<file path="config.mk">
export PLATFORM = sky130hd
export DESIGN_NAME = lcg_shuffle_random_generator
export DESIGN_NICKNAME = d
export VERILOG_FILES = /design/src/sv/lcg_shuf_pkg.sv /design/src/sv/lcg_shuf_ctrl.sv /design/src/sv/lcg_shuf_dp.sv /design/src/sv/lcg_shuffle_random_generator.sv
export SDC_FILE = /design/constraint.sdc
export NUM_CORES = 2
export LEC_CHECK = 0
export ABC_CLOCK_PERIOD_IN_PS = 7560
export BUFFER_PORTS_ARGS = -buffer_cell sky130_fd_sc_hd__buf_2
export CORE_MARGIN = 3
export CORE_UTILIZATION = 50
export CTS_CLUSTER_SIZE = 40
export DETAILED_ROUTE_END_ITERATION = 8
export PLACE_DENSITY_LB_ADDON = 0.12
export SLEW_MARGIN = 20
export SYNTH_ARGS = -nofsm -noshare
export SYNTH_HDL_FRONTEND = slang
export SYNTH_SLANG_ARGS = --single-unit
</file>
<file path="constraint.sdc">
create_clock -name aclk -period 7.56 [get_ports aclk]
set_clock_uncertainty 0.05 [all_clocks]
set_input_delay 1.512 -clock aclk [delete_from_list [all_inputs] [get_ports aclk]]
set_output_delay 1.512 -clock aclk [all_outputs]
set_load 0.02 [all_outputs]
</file>
<file path="src/sv/lcg_shuf_pkg.sv">
// ----------------------------------------------------------------------------
// lcg_shuf_pkg
// Shared constants, controller states and the command and status bundles of
// the shuffled minimal-standard random generator.
// ----------------------------------------------------------------------------
package lcg_shuf_pkg;

    localparam int VALUE_W = 31;

    localparam logic [14:0]        LCG_MULT       = 15'd16807;
    localparam logic [VALUE_W-1:0] LCG_MOD        = 31'd2147483647;
    localparam logic [VALUE_W-1:0] NEAR_ONE_LIMIT = 31'd2147483389;
    localparam logic [VALUE_W-1:0] SEED_RESET     = 31'd50;
    localparam int                 WARMUP_STEPS   = 8;
    localparam int                 TABLE_DEPTH_DEF = 32;

    typedef enum logic [2:0] {
        ST_IDLE,
        ST_INIT_MUL,
        ST_INIT_FOLD,
        ST_DRAW_MUL,
        ST_DRAW_FOLD,
        ST_DRAW_WRITE
    } state_t;

    // Controller to datapath
    typedef struct packed {
        logic load_seed;   // load generator from seed, arm the init counter
        logic mul;         // register generator and slot products
        logic fold;        // fold product into the generator value
        logic init_step;   // fold belongs to initialization (fill table)
        logic draw_write;  // retire a draw: swap table slot, load output
    } cmd_t;

    // Datapath to controller
    typedef struct packed {
        logic last_zero;   // no valid previous output yet
        logic cnt_zero;    // last initialization step
        logic out_free;    // output register can take a word this cycle
    } status_t;

endpackage

</file>
<file path="src/sv/lcg_shuf_ctrl.sv">
// ----------------------------------------------------------------------------
// lcg_shuf_ctrl
// Sequencer for initialization and draws of the shuffled generator.
// ----------------------------------------------------------------------------
module lcg_shuf_ctrl (
    input  logic                  aclk,
    input  logic                  aresetn,
    input  logic                  in_valid,
    input  logic                  in_reseed,
    output logic                  in_ready,
    input  lcg_shuf_pkg::status_t sts,
    output lcg_shuf_pkg::cmd_t    cmd
);
    import lcg_shuf_pkg::*;

    state_t state_reg;
    state_t state_next;
    logic   need_init;

    assign need_init = in_reseed || sts.last_zero;

    always_ff @(posedge aclk) begin
        if (!aresetn) begin
            state_reg <= ST_IDLE;
        end else begin
            state_reg <= state_next;
        end
    end

    always_comb begin
        state_next = state_reg;
        unique case (state_reg)
            ST_IDLE: begin
                if (in_valid) begin
                    state_next = need_init ? ST_INIT_MUL : ST_DRAW_FOLD;
                end
            end
            ST_INIT_MUL:  state_next = ST_INIT_FOLD;
            ST_INIT_FOLD: state_next = sts.cnt_zero ? ST_DRAW_MUL : ST_INIT_MUL;
            ST_DRAW_MUL:  state_next = ST_DRAW_FOLD;
            ST_DRAW_FOLD: state_next = ST_DRAW_WRITE;
            ST_DRAW_WRITE: begin
                if (sts.out_free) begin
                    state_next = ST_IDLE;
                end
            end
            default: state_next = ST_IDLE;
        endcase
    end

    always_comb begin
        cmd      = '0;
        in_ready = 1'b0;
        unique case (state_reg)
            ST_IDLE: begin
                in_ready = 1'b1;
                // draw product now, unless reseed or no prior output forces init
                if (in_valid) begin
                    cmd.load_seed = need_init;
                    cmd.mul       = !need_init;
                end
            end
            ST_INIT_MUL:  cmd.mul = 1'b1;
            ST_INIT_FOLD: begin
                cmd.fold      = 1'b1;
                cmd.init_step = 1'b1;
            end
            ST_DRAW_MUL:  cmd.mul  = 1'b1;
            ST_DRAW_FOLD: cmd.fold = 1'b1;
            ST_DRAW_WRITE: cmd.draw_write = sts.out_free;
            default: cmd = '0;
        endcase
    end

endmodule

</file>
<file path="src/sv/lcg_shuf_dp.sv">
// ----------------------------------------------------------------------------
// lcg_shuf_dp
// Generator, slot divider, shuffle memory and output register.
// ----------------------------------------------------------------------------
module lcg_shuf_dp #(
    parameter int TABLE_DEPTH = lcg_shuf_pkg::TABLE_DEPTH_DEF
) (
    input  logic                             aclk,
    input  logic                             aresetn,
    input  logic                             cfg_wr_en,
    input  logic [lcg_shuf_pkg::VALUE_W-1:0] cfg_wr_data,
    input  lcg_shuf_pkg::cmd_t               cmd,
    output lcg_shuf_pkg::status_t            sts,
    input  logic                             out_ready,
    output logic                             out_valid,
    output logic [lcg_shuf_pkg::VALUE_W-1:0] out_value,
    output logic                             out_near_one
);
    import lcg_shuf_pkg::*;

    localparam int ADDR_W     = $clog2(TABLE_DEPTH);
    localparam int INIT_STEPS = TABLE_DEPTH + WARMUP_STEPS;
    localparam int CNT_W      = $clog2(INIT_STEPS);
    localparam int PROD_W     = VALUE_W + 15;
    localparam int SPROD_W    = 63;

    // slot = last / SLOT_W, done exactly as (last * RECIP) >> SHIFT
    localparam logic [63:0] SLOT_W =
        64'd1 + (64'(LCG_MOD) - 64'd1) / 64'(TABLE_DEPTH);
    localparam int          SHIFT  = VALUE_W + $clog2(SLOT_W);
    localparam logic [31:0] RECIP  =
        32'(((64'd1 << SHIFT) + SLOT_W - 64'd1) / SLOT_W);

    logic [VALUE_W-1:0] seed_reg;
    logic [VALUE_W-1:0] lcg_value_reg;
    logic [VALUE_W-1:0] last_output_reg;
    logic [PROD_W-1:0]  lcg_prod_reg;
    logic [SPROD_W-1:0] slot_prod_reg;
    logic [CNT_W-1:0]   cnt_reg;
    logic [VALUE_W-1:0] rd_data_reg;
    logic               out_valid_reg;
    logic [VALUE_W-1:0] out_value_reg;
    logic               out_near_one_reg;

    logic [VALUE_W-1:0] shuffle_mem [TABLE_DEPTH];

    logic [VALUE_W-1:0] seed_fixed;
    logic [VALUE_W:0]   fold_sum;
    logic [VALUE_W-1:0] fold_value;
    logic [SPROD_W-1:0] slot_quot;
    logic [ADDR_W-1:0]  slot;
    logic               mem_wr_en;
    logic [ADDR_W-1:0]  mem_wr_addr;
    logic [VALUE_W-1:0] mem_wr_data;
    logic               mem_rd_en;
    logic               out_free;

    assign seed_fixed = (seed_reg == '0 || seed_reg == LCG_MOD) ? VALUE_W'(1) : seed_reg;

    // Mersenne fold: 2^31 == 1 mod M
    assign fold_sum   = {1'b0, lcg_prod_reg[VALUE_W-1:0]}
                      + (VALUE_W+1)'(lcg_prod_reg[PROD_W-1:VALUE_W]);
    assign fold_value = (fold_sum >= {1'b0, LCG_MOD})
                      ? VALUE_W'(fold_sum - {1'b0, LCG_MOD})
                      : fold_sum[VALUE_W-1:0];

    assign slot_quot = slot_prod_reg >> SHIFT;
    assign slot = (slot_quot >= SPROD_W'(TABLE_DEPTH))
                ? ADDR_W'(TABLE_DEPTH - 1) : slot_quot[ADDR_W-1:0];

    assign out_free = !out_valid_reg || out_ready;

    always_comb begin
        mem_wr_en   = 1'b0;
        mem_wr_addr = slot;
        mem_wr_data = lcg_value_reg;
        mem_rd_en   = cmd.fold && !cmd.init_step;
        if (cmd.fold && cmd.init_step && cnt_reg < CNT_W'(TABLE_DEPTH)) begin
            mem_wr_en   = 1'b1;
            mem_wr_addr = cnt_reg[ADDR_W-1:0];
            mem_wr_data = fold_value;
        end else if (cmd.draw_write) begin
            mem_wr_en = 1'b1;
        end
    end

    always_ff @(posedge aclk) begin
        if (mem_wr_en) begin
            shuffle_mem[mem_wr_addr] <= mem_wr_data;
        end
        if (mem_rd_en) begin
            rd_data_reg <= shuffle_mem[slot];
        end
    end

    always_ff @(posedge aclk) begin
        if (!aresetn) begin
            seed_reg        <= SEED_RESET;
            last_output_reg <= '0;
            out_valid_reg   <= 1'b0;
        end else begin
            if (cfg_wr_en) begin
                seed_reg <= cfg_wr_data;
            end
            // the last fill step writes slot 0, which becomes the previous output
            if (cmd.fold && cmd.init_step && cnt_reg == '0) begin
                last_output_reg <= fold_value;
            end else if (cmd.draw_write) begin
                last_output_reg <= rd_data_reg;
            end
            if (cmd.draw_write) begin
                out_valid_reg <= 1'b1;
            end else if (out_ready) begin
                out_valid_reg <= 1'b0;
            end
        end
    end

    always_ff @(posedge aclk) begin
        if (cmd.load_seed) begin
            lcg_value_reg <= seed_fixed;
            cnt_reg       <= CNT_W'(INIT_STEPS - 1);
        end else if (cmd.fold) begin
            lcg_value_reg <= fold_value;
            if (cmd.init_step) begin
                cnt_reg <= cnt_reg - CNT_W'(1);
            end
        end
        if (cmd.mul) begin
            lcg_prod_reg  <= PROD_W'(lcg_value_reg * LCG_MULT);
            slot_prod_reg <= SPROD_W'(last_output_reg * RECIP);
        end
        if (cmd.draw_write) begin
            out_value_reg    <= rd_data_reg;
            out_near_one_reg <= rd_data_reg > NEAR_ONE_LIMIT;
        end
    end

    assign sts.last_zero = (last_output_reg == '0);
    assign sts.cnt_zero  = (cnt_reg == '0);
    assign sts.out_free  = out_free;

    assign out_valid    = out_valid_reg;
    assign out_value    = out_value_reg;
    assign out_near_one = out_near_one_reg;

endmodule

</file>
<file path="src/sv/lcg_shuffle_random_generator.sv">
// ----------------------------------------------------------------------------
// lcg_shuffle_random_generator
// Minimal-standard multiplicative generator behind a Bays-Durham shuffle table.
// ----------------------------------------------------------------------------
// Each input word requests one 31-bit pseudo-random value (1 .. 2^31-2) with a
// near_one flag set above 2147483389. A normal draw registers the 16807
// product and the slot reciprocal product as the word is accepted, then does
// the modular fold and the table read, then swaps the table slot and loads the
// output register. The first request after reset, or one with reseed set, first
// initializes from the seed register: TABLE_DEPTH + 8 generator steps through
// the same multiply and fold, then the draw. The output register holds a result
// while the next word is accepted; a draw waits in its last cycle only if that
// register is still full. Write the seed only while the block is idle.
// ----------------------------------------------------------------------------
module lcg_shuffle_random_generator #(
    parameter int TABLE_DEPTH = lcg_shuf_pkg::TABLE_DEPTH_DEF
) (
    input  logic        aclk,
    input  logic        aresetn,
    input  logic        cfg_wr_en,
    input  logic [30:0] cfg_wr_data,  // seed
    input  logic        s_tvalid,
    output logic        s_tready,
    input  logic [7:0]  s_tdata,      // [0] reseed, [7:1] zero
    output logic        m_tvalid,
    input  logic        m_tready,
    output logic [31:0] m_tdata,      // [30:0] value, [31] zero
    output logic        m_tuser       // [0] near_one
);
    import lcg_shuf_pkg::*;

    cmd_t               cmd;
    status_t            sts;
    logic [VALUE_W-1:0] out_value;

    lcg_shuf_ctrl u_ctrl (
        .aclk      (aclk),
        .aresetn   (aresetn),
        .in_valid  (s_tvalid),
        .in_reseed (s_tdata[0]),
        .in_ready  (s_tready),
        .sts       (sts),
        .cmd       (cmd)
    );

    lcg_shuf_dp #(
        .TABLE_DEPTH (TABLE_DEPTH)
    ) u_dp (
        .aclk         (aclk),
        .aresetn      (aresetn),
        .cfg_wr_en    (cfg_wr_en),
        .cfg_wr_data  (cfg_wr_data),
        .cmd          (cmd),
        .sts          (sts),
        .out_ready    (m_tready),
        .out_valid    (m_tvalid),
        .out_value    (out_value),
        .out_near_one (m_tuser)
    );

    assign m_tdata = {1'b0, out_value};

endmodule
</file>
* Word-level counts from Yosys, hierarchy flattened *
Memory sizes are Yosys's and may differ from the RTL's. A register that Yosys moved wholly into a read port is not among the register bits.
Index checks and enable logic that the tools add are counted.

operators by class
  add/subtract/negate cells = 3
  $mul = 1
  $lt $le $gt $ge = 4
  equal/unequal tests = 8
  mux-type cells = 27
  reduce and logical (&&, ||, !) cells = 21

operators by type and width
  cell                      count
  $mux W31                  7
  $logic_not A31 Y1         2
  $mul A31 B15 Y46 const B  1
  $add A31 B15 Y32          1
  $ge A32 B31 Y1 const B    1
  $eq A31 B31 Y1 const B    1
  $gt A31 B31 Y1 const B    1
  $sub A31 B31 Y31 const B  1
  $pmux W3 S6               1
  $mux W1                   11
  $mux W5                   2
  $mux W3                   3
  $eq A3 B2 Y1 const B      2
  $eq A3 B3 Y1 const B      2
  $ge A5 B6 Y1 const B      1
  $logic_not A6 Y1          1
  $lt A6 B6 Y1 const B      1
  $reduce_bool A2 Y1        3
  $sub A6 B1 Y6 const B     1
  $logic_and A1 B1 Y1       4
  $mux W2                   2
  $reduce_and A2 Y1         2
  $reduce_or A2 Y1          2
  $eq A3 B1 Y1 const B      1
  other kinds (6)           10

word-level totals
  register bits after elaboration = 212
  memory bits (writable) = 992
  bits of input ports = 44
  output and inout bits = 35
  logic and storage cells = 75
  memories = 1

memories
  memory            words  bits a word  read ports  clocked after Yosys merged registers in  write ports  RTL line           source
  u_dp.shuffle_mem  32     31           1           1                                        1            lcg_shuf_dp.sv:45  logic [VALUE_W-1:0] shuffle_mem [TABLE_DEPTH];

* Depth between registers and ports, before layout *
  word-level depth = 8
  mapped depth = 24
  mapped depth without buffers = 23

* Modules after synthesis *
From an unflattened synthesis, not the netlist that was laid out.

unflattened totals
  cells, all modules = 3,190
  area, all modules = 55,364.3 um^2

by module, submodules not included
  module                        times used  cells an instance  area an instance (um^2)  sequential area each (um^2)
  lcg_shuf_dp                   1           3,157              55,139.1                 35,524.1
  lcg_shuf_ctrl                 1           31                 214.0                    60.1
  lcg_shuffle_random_generator  1           2                  11.3                     0.0

* Worst setup path before layout *
No wires, ideal clock.

  path kind = reg2reg
  start = reg u_dp.lcg_value_reg[18]
  end = reg u_dp.lcg_prod_reg[43] (data pin)
  setup time = 0.277 ns
  arrival time = 6.018 ns
  required time = 7.233 ns
  slack = 1.214 ns
  stages on the path, launching flop included = 24
  buffers on the path = 0
  clock period less this slack = 6.346 ns
  path through = edfxtp_1 -> inv_1 -> fa_1 -> inv_1 -> ha_1 -> inv_1 -> fa_1 -> inv_1 -> fa_1 -> fa_1 -> inv_1 -> fa_1 -> inv_1 -> ha_1 -> a21o_1 -> o21bai_1 -> a311o_1 -> nor2b_1 -> a21o_1 -> o211a_1 -> a311oi_1 -> nor3_1 -> a2111oi_0 -> xnor2_1

on the way
  cells in the longest elaborated chain, start to end = 1

RTL lines
  what                    RTL line            source
  start, declared         lcg_shuf_dp.sv:35   logic [VALUE_W-1:0] lcg_value_reg;
  start signal, assigned  lcg_shuf_dp.sv:121  lcg_value_reg <= seed_fixed;
  start signal, assigned  lcg_shuf_dp.sv:124  lcg_value_reg <= fold_value;
  $mul A31 B15 Y46        lcg_shuf_dp.sv:130  lcg_prod_reg <= PROD_W'(lcg_value_reg * LCG_MULT);
  end signal, assigned    lcg_shuf_dp.sv:130
  end, declared           lcg_shuf_dp.sv:37   logic [PROD_W-1:0] lcg_prod_reg;

No other way between the ends.
A chain may end at the register's enable or synchronous reset.

* Worst setup path in the final report *
  start = reg u_dp.lcg_value_reg[10]
  end = reg u_dp.lcg_prod_reg[43] (data pin)

The elaborated chain is that of the path after synthesis.

==> metrics.md <==
| Metric | Value |
|---|---|
| Routed wire length per instance | 28.80 um |
| Count of filler cells inserted in the layout | 8399 |
| Chain of cells forming the critical path | inv_1, fa_1, inv_1, ha_1, inv_1, fa_1, inv_1, ha_1, fa_1, inv_1, fa_1, inv_1, ha_1, a2111oi_0, o21ai_0, nand3_1, nand3b_1, a21o_1, o211a_1, a311oi_1, nor3_1, a2111oi_0, buf_4, xnor2_1 |
| Number of antenna violations at the first check in global routing | 7 |
| Final RePlAce weighted congestion | 0.9011 |
| Fmax achieved | 139.0 MHz |
| Area of the multi-input gates | 0.01875 sq mm |
| Metal3 WL | 11.21 mm |
| Highest net fanout along the worst path | 7 |
| Share of final-layout standard cells stronger than drive strength 1 | 21.84% |
| Area of the die | 0.1150 sq mm |
| # port buffers | 70 |
| Fin. Hold Viols | 0 |
| Slew Limit Fails | 0 |
| Slew at the pin closest to its max-slew limit | 1.091 ns |
| Clk Tree Root Cell | sky130_fd_sc_hd__clkbuf_16 |
| Wire length of the first global-routing pass | 212.7 mm |
| Clock latency on the worst-skew pair | 0.72 ns |
| Netlist cell types | 81 |
| Number of global-route vias before repair | 31281 |
| Data arrival at the endpoint of the critical path | 7.59 ns |
| Met2 WL | 71.00 mm |
| Synth area leaders | sky130_fd_sc_hd__edfxtp_1, sky130_fd_sc_hd__mux4_2, sky130_fd_sc_hd__fa_1 |
| Post-Syn Instances | 3273 |
| Area of the core | 0.1095 sq mm |
| TritonCTS sink count | 1209 |
| Number of enable flip-flop cells after synthesis | 1137 |
| Total global routing track utilization | 25.44% |
| Number of primary I/O pins | 79 |
| Status | finished clean |
| Worst path slowest cell | sky130_fd_sc_hd__edfxtp_1 |
| Final min period | 7.196 ns |
| Storage cell area | 0.03558 sq mm |
| Layout Area Growth over Synthesis | 12.75% |
| Top Metal Used | met5 |
| CP Buf/Inv Count | 7 |
| Type of element capturing the critical path | flop |
| TritonCTS clock tree | yes |
| Type of the worst setup path | reg -> reg |
| Post-DRT Antenna Nets | 0 |
| Final clock period utilization by the worst path | 95.18% |
| Reported max-cap violation count | 0 |
| Crit-path leading delay family | adder cells |
| Total number of yosys warnings | 0 |
| Number of buffers on the longest clock path | 3 |
| Total Wirelength | 144.6 mm |
| Slew Limit Headroom | 27.03% |
| Number of buffers created by CTS | 119 |
| Initial DRC Count | 3076 |
| Setup repair after global routing missed its margin | false |
| Class of the tightest hold or removal check | reg -> reg |
| Post-synthesis average cell area | 16.95 sq um |
| Pin count of the biggest net entering global routing | 121 |
| Cell type with the highest occurrence count on the critical path | sky130_fd_sc_hd__inv_1 |
| Metal1 wirelength | 58.72 mm |
| Setup violation total in the final timing report | 0 |
| Via count | 30214 |
| Worst EP required | 7.95 ns |
| Net Count, Synth | 3656 |
| Vias/cell | 6.020 |
| Router iterations before antenna repair | 5 |
| Vert. Die Dim | 339.1 um |
| Level count of the clock H-tree | 3 |
| Register area share after synthesis | 64.15% |
| Flop and latch count out of synthesis | 1209 |
| Total negative slack | 0 ns |
| Count of unresolved DRC violations after routing | 0 |
| Top cell type by total area after synthesis | sky130_fd_sc_hd__edfxtp_1 |
| Fraction of registers with async set/reset | 0% |
| Final net count | 3817 |
| Num rows | 121 |
| Clock-pin slew of the registers on the worst-case setup and hold paths | 0.07 ns |
| Mapped Area | 0.05547 sq mm |
| Max FFs per register | 992 |
| Dominant synthesized flop cell | sky130_fd_sc_hd__edfxtp_1 |
| Die Wd | 339.1 um |
| Grt ovf | 0 |
| Peak per-stage delay on the critical path | 0.58 ns |
| HPWL Detailed | 91.68 mm |
| Effective utilization at floorplan | 50.68% |
| Synth top area share | 61.55% |
| Kind of launch point of the worst setup path | flop |
## placed cells by master, fill, tap and decap left out, drive strengths merged, types with 50 or more instances in the layout
master,count
mux4,310
clkbuf,149
ha,205
xnor2,50
buf,169
nor2,124
nand2,165
edfxtp,1137
a21oi,81
inv,319
fa,134
o21ai,92
dfxtp,72
## synthesized netlist by cell type, types with 14 or more instances
cell type / number
sky130_fd_sc_hd__ha_1: 205
sky130_fd_sc_hd__nand4_1: 24
sky130_fd_sc_hd__nor4_1: 24
sky130_fd_sc_hd__mux2_2: 34
sky130_fd_sc_hd__nand2_1: 165
sky130_fd_sc_hd__edfxtp_1: 1137
sky130_fd_sc_hd__dfxtp_1: 72
sky130_fd_sc_hd__xnor2_1: 50
sky130_fd_sc_hd__o211ai_1: 14
sky130_fd_sc_hd__inv_1: 315
sky130_fd_sc_hd__a21oi_1: 81
sky130_fd_sc_hd__nor3_1: 28
sky130_fd_sc_hd__xor2_1: 21
sky130_fd_sc_hd__nor2_1: 123
sky130_fd_sc_hd__mux4_2: 310
sky130_fd_sc_hd__mux2i_1: 34
sky130_fd_sc_hd__nand3_1: 43
sky130_fd_sc_hd__a211oi_1: 17
sky130_fd_sc_hd__buf_1: 30
sky130_fd_sc_hd__and3_1: 25
sky130_fd_sc_hd__fa_1: 134
sky130_fd_sc_hd__nand2b_1: 14
sky130_fd_sc_hd__clkbuf_1: 89
sky130_fd_sc_hd__o21ai_0: 87
## cell type report
cell class              count  share of cell area [%]
diodes                      4                 0.01600
clock buffers             149                   5.041
clock inverters            77                   1.340
inverters                 316                   1.897
multi-input cells        1619                   29.98
flip-flops and latches   1209                   56.90
well taps                1476                   2.953
repair buffers            169                   1.873
## per-stage QoR
step	worst slack (ns)	instances	hold WS (ns)	area, sq um	util (%)
after global placement	0.4109	4784	0.3958	58400	53.35
after global routing	0.05937	5015	0.4267	62530	57.13
final	0.3642	5019	0.4127	62540	57.14
after detailed placement	0.3779	4785	0.4033	58410	53.36
after floorplan	1.214	3273	0.3804	55470	-
after CTS	0.3090	5011	0.4122	62400	57.01
## routing by layer
layer / track usage (%) / vias up
met2: 42.00 / 1146
li1: - / 12996
met3: 4.057 / 202
met5: 0 / -
met4: 7.165 / 4
met1: 35.38 / 15866
## final timing paths
kind	depth (start not counted)	slack, ns	end	start
max	24	0.36	u_dp.lcg_prod_reg[43]$_DFFE_PP_	u_dp.lcg_value_reg[10]$_DFFE_PP_
min	0	0.41	u_dp.slot_prod_reg[61]$_DFFE_PP_	u_dp.last_output_reg[30]$_SDFFE_PN0P_
max reg2reg	24	0.36	u_dp.lcg_prod_reg[43]$_DFFE_PP_	u_dp.lcg_value_reg[10]$_DFFE_PP_
min reg2reg	0	0.41	u_dp.slot_prod_reg[61]$_DFFE_PP_	u_dp.last_output_reg[30]$_SDFFE_PN0P_
## kinds of logic after synthesis
| family | count (synthesis) | share of synthesized area (%) |
|---|---|---|
| flip-flops | 1209 | 64.15 |
| AND/OR/NAND/NOR | 504 | 4.367 |
| buffers and inverters | 445 | 3.059 |
| multiplexers | 378 | 13.89 |
| adder cells (fa/ha/maj) | 339 | 9.460 |
| AO/OA/AOI/OAI | 326 | 3.947 |
| XOR/XNOR | 71 | 1.121 |
| other | 1 | 0.006760 |
## what timing repair did
item	in CTS	in global routing
endpoints found under the setup margin	0	1
resized for setup	0	1
setup buffers	0	2
hold buffers	0	0
Power is left out: the tool's default activity adds up to more than one toggle a clock period on the data nets, which glitch-free logic cannot reach.
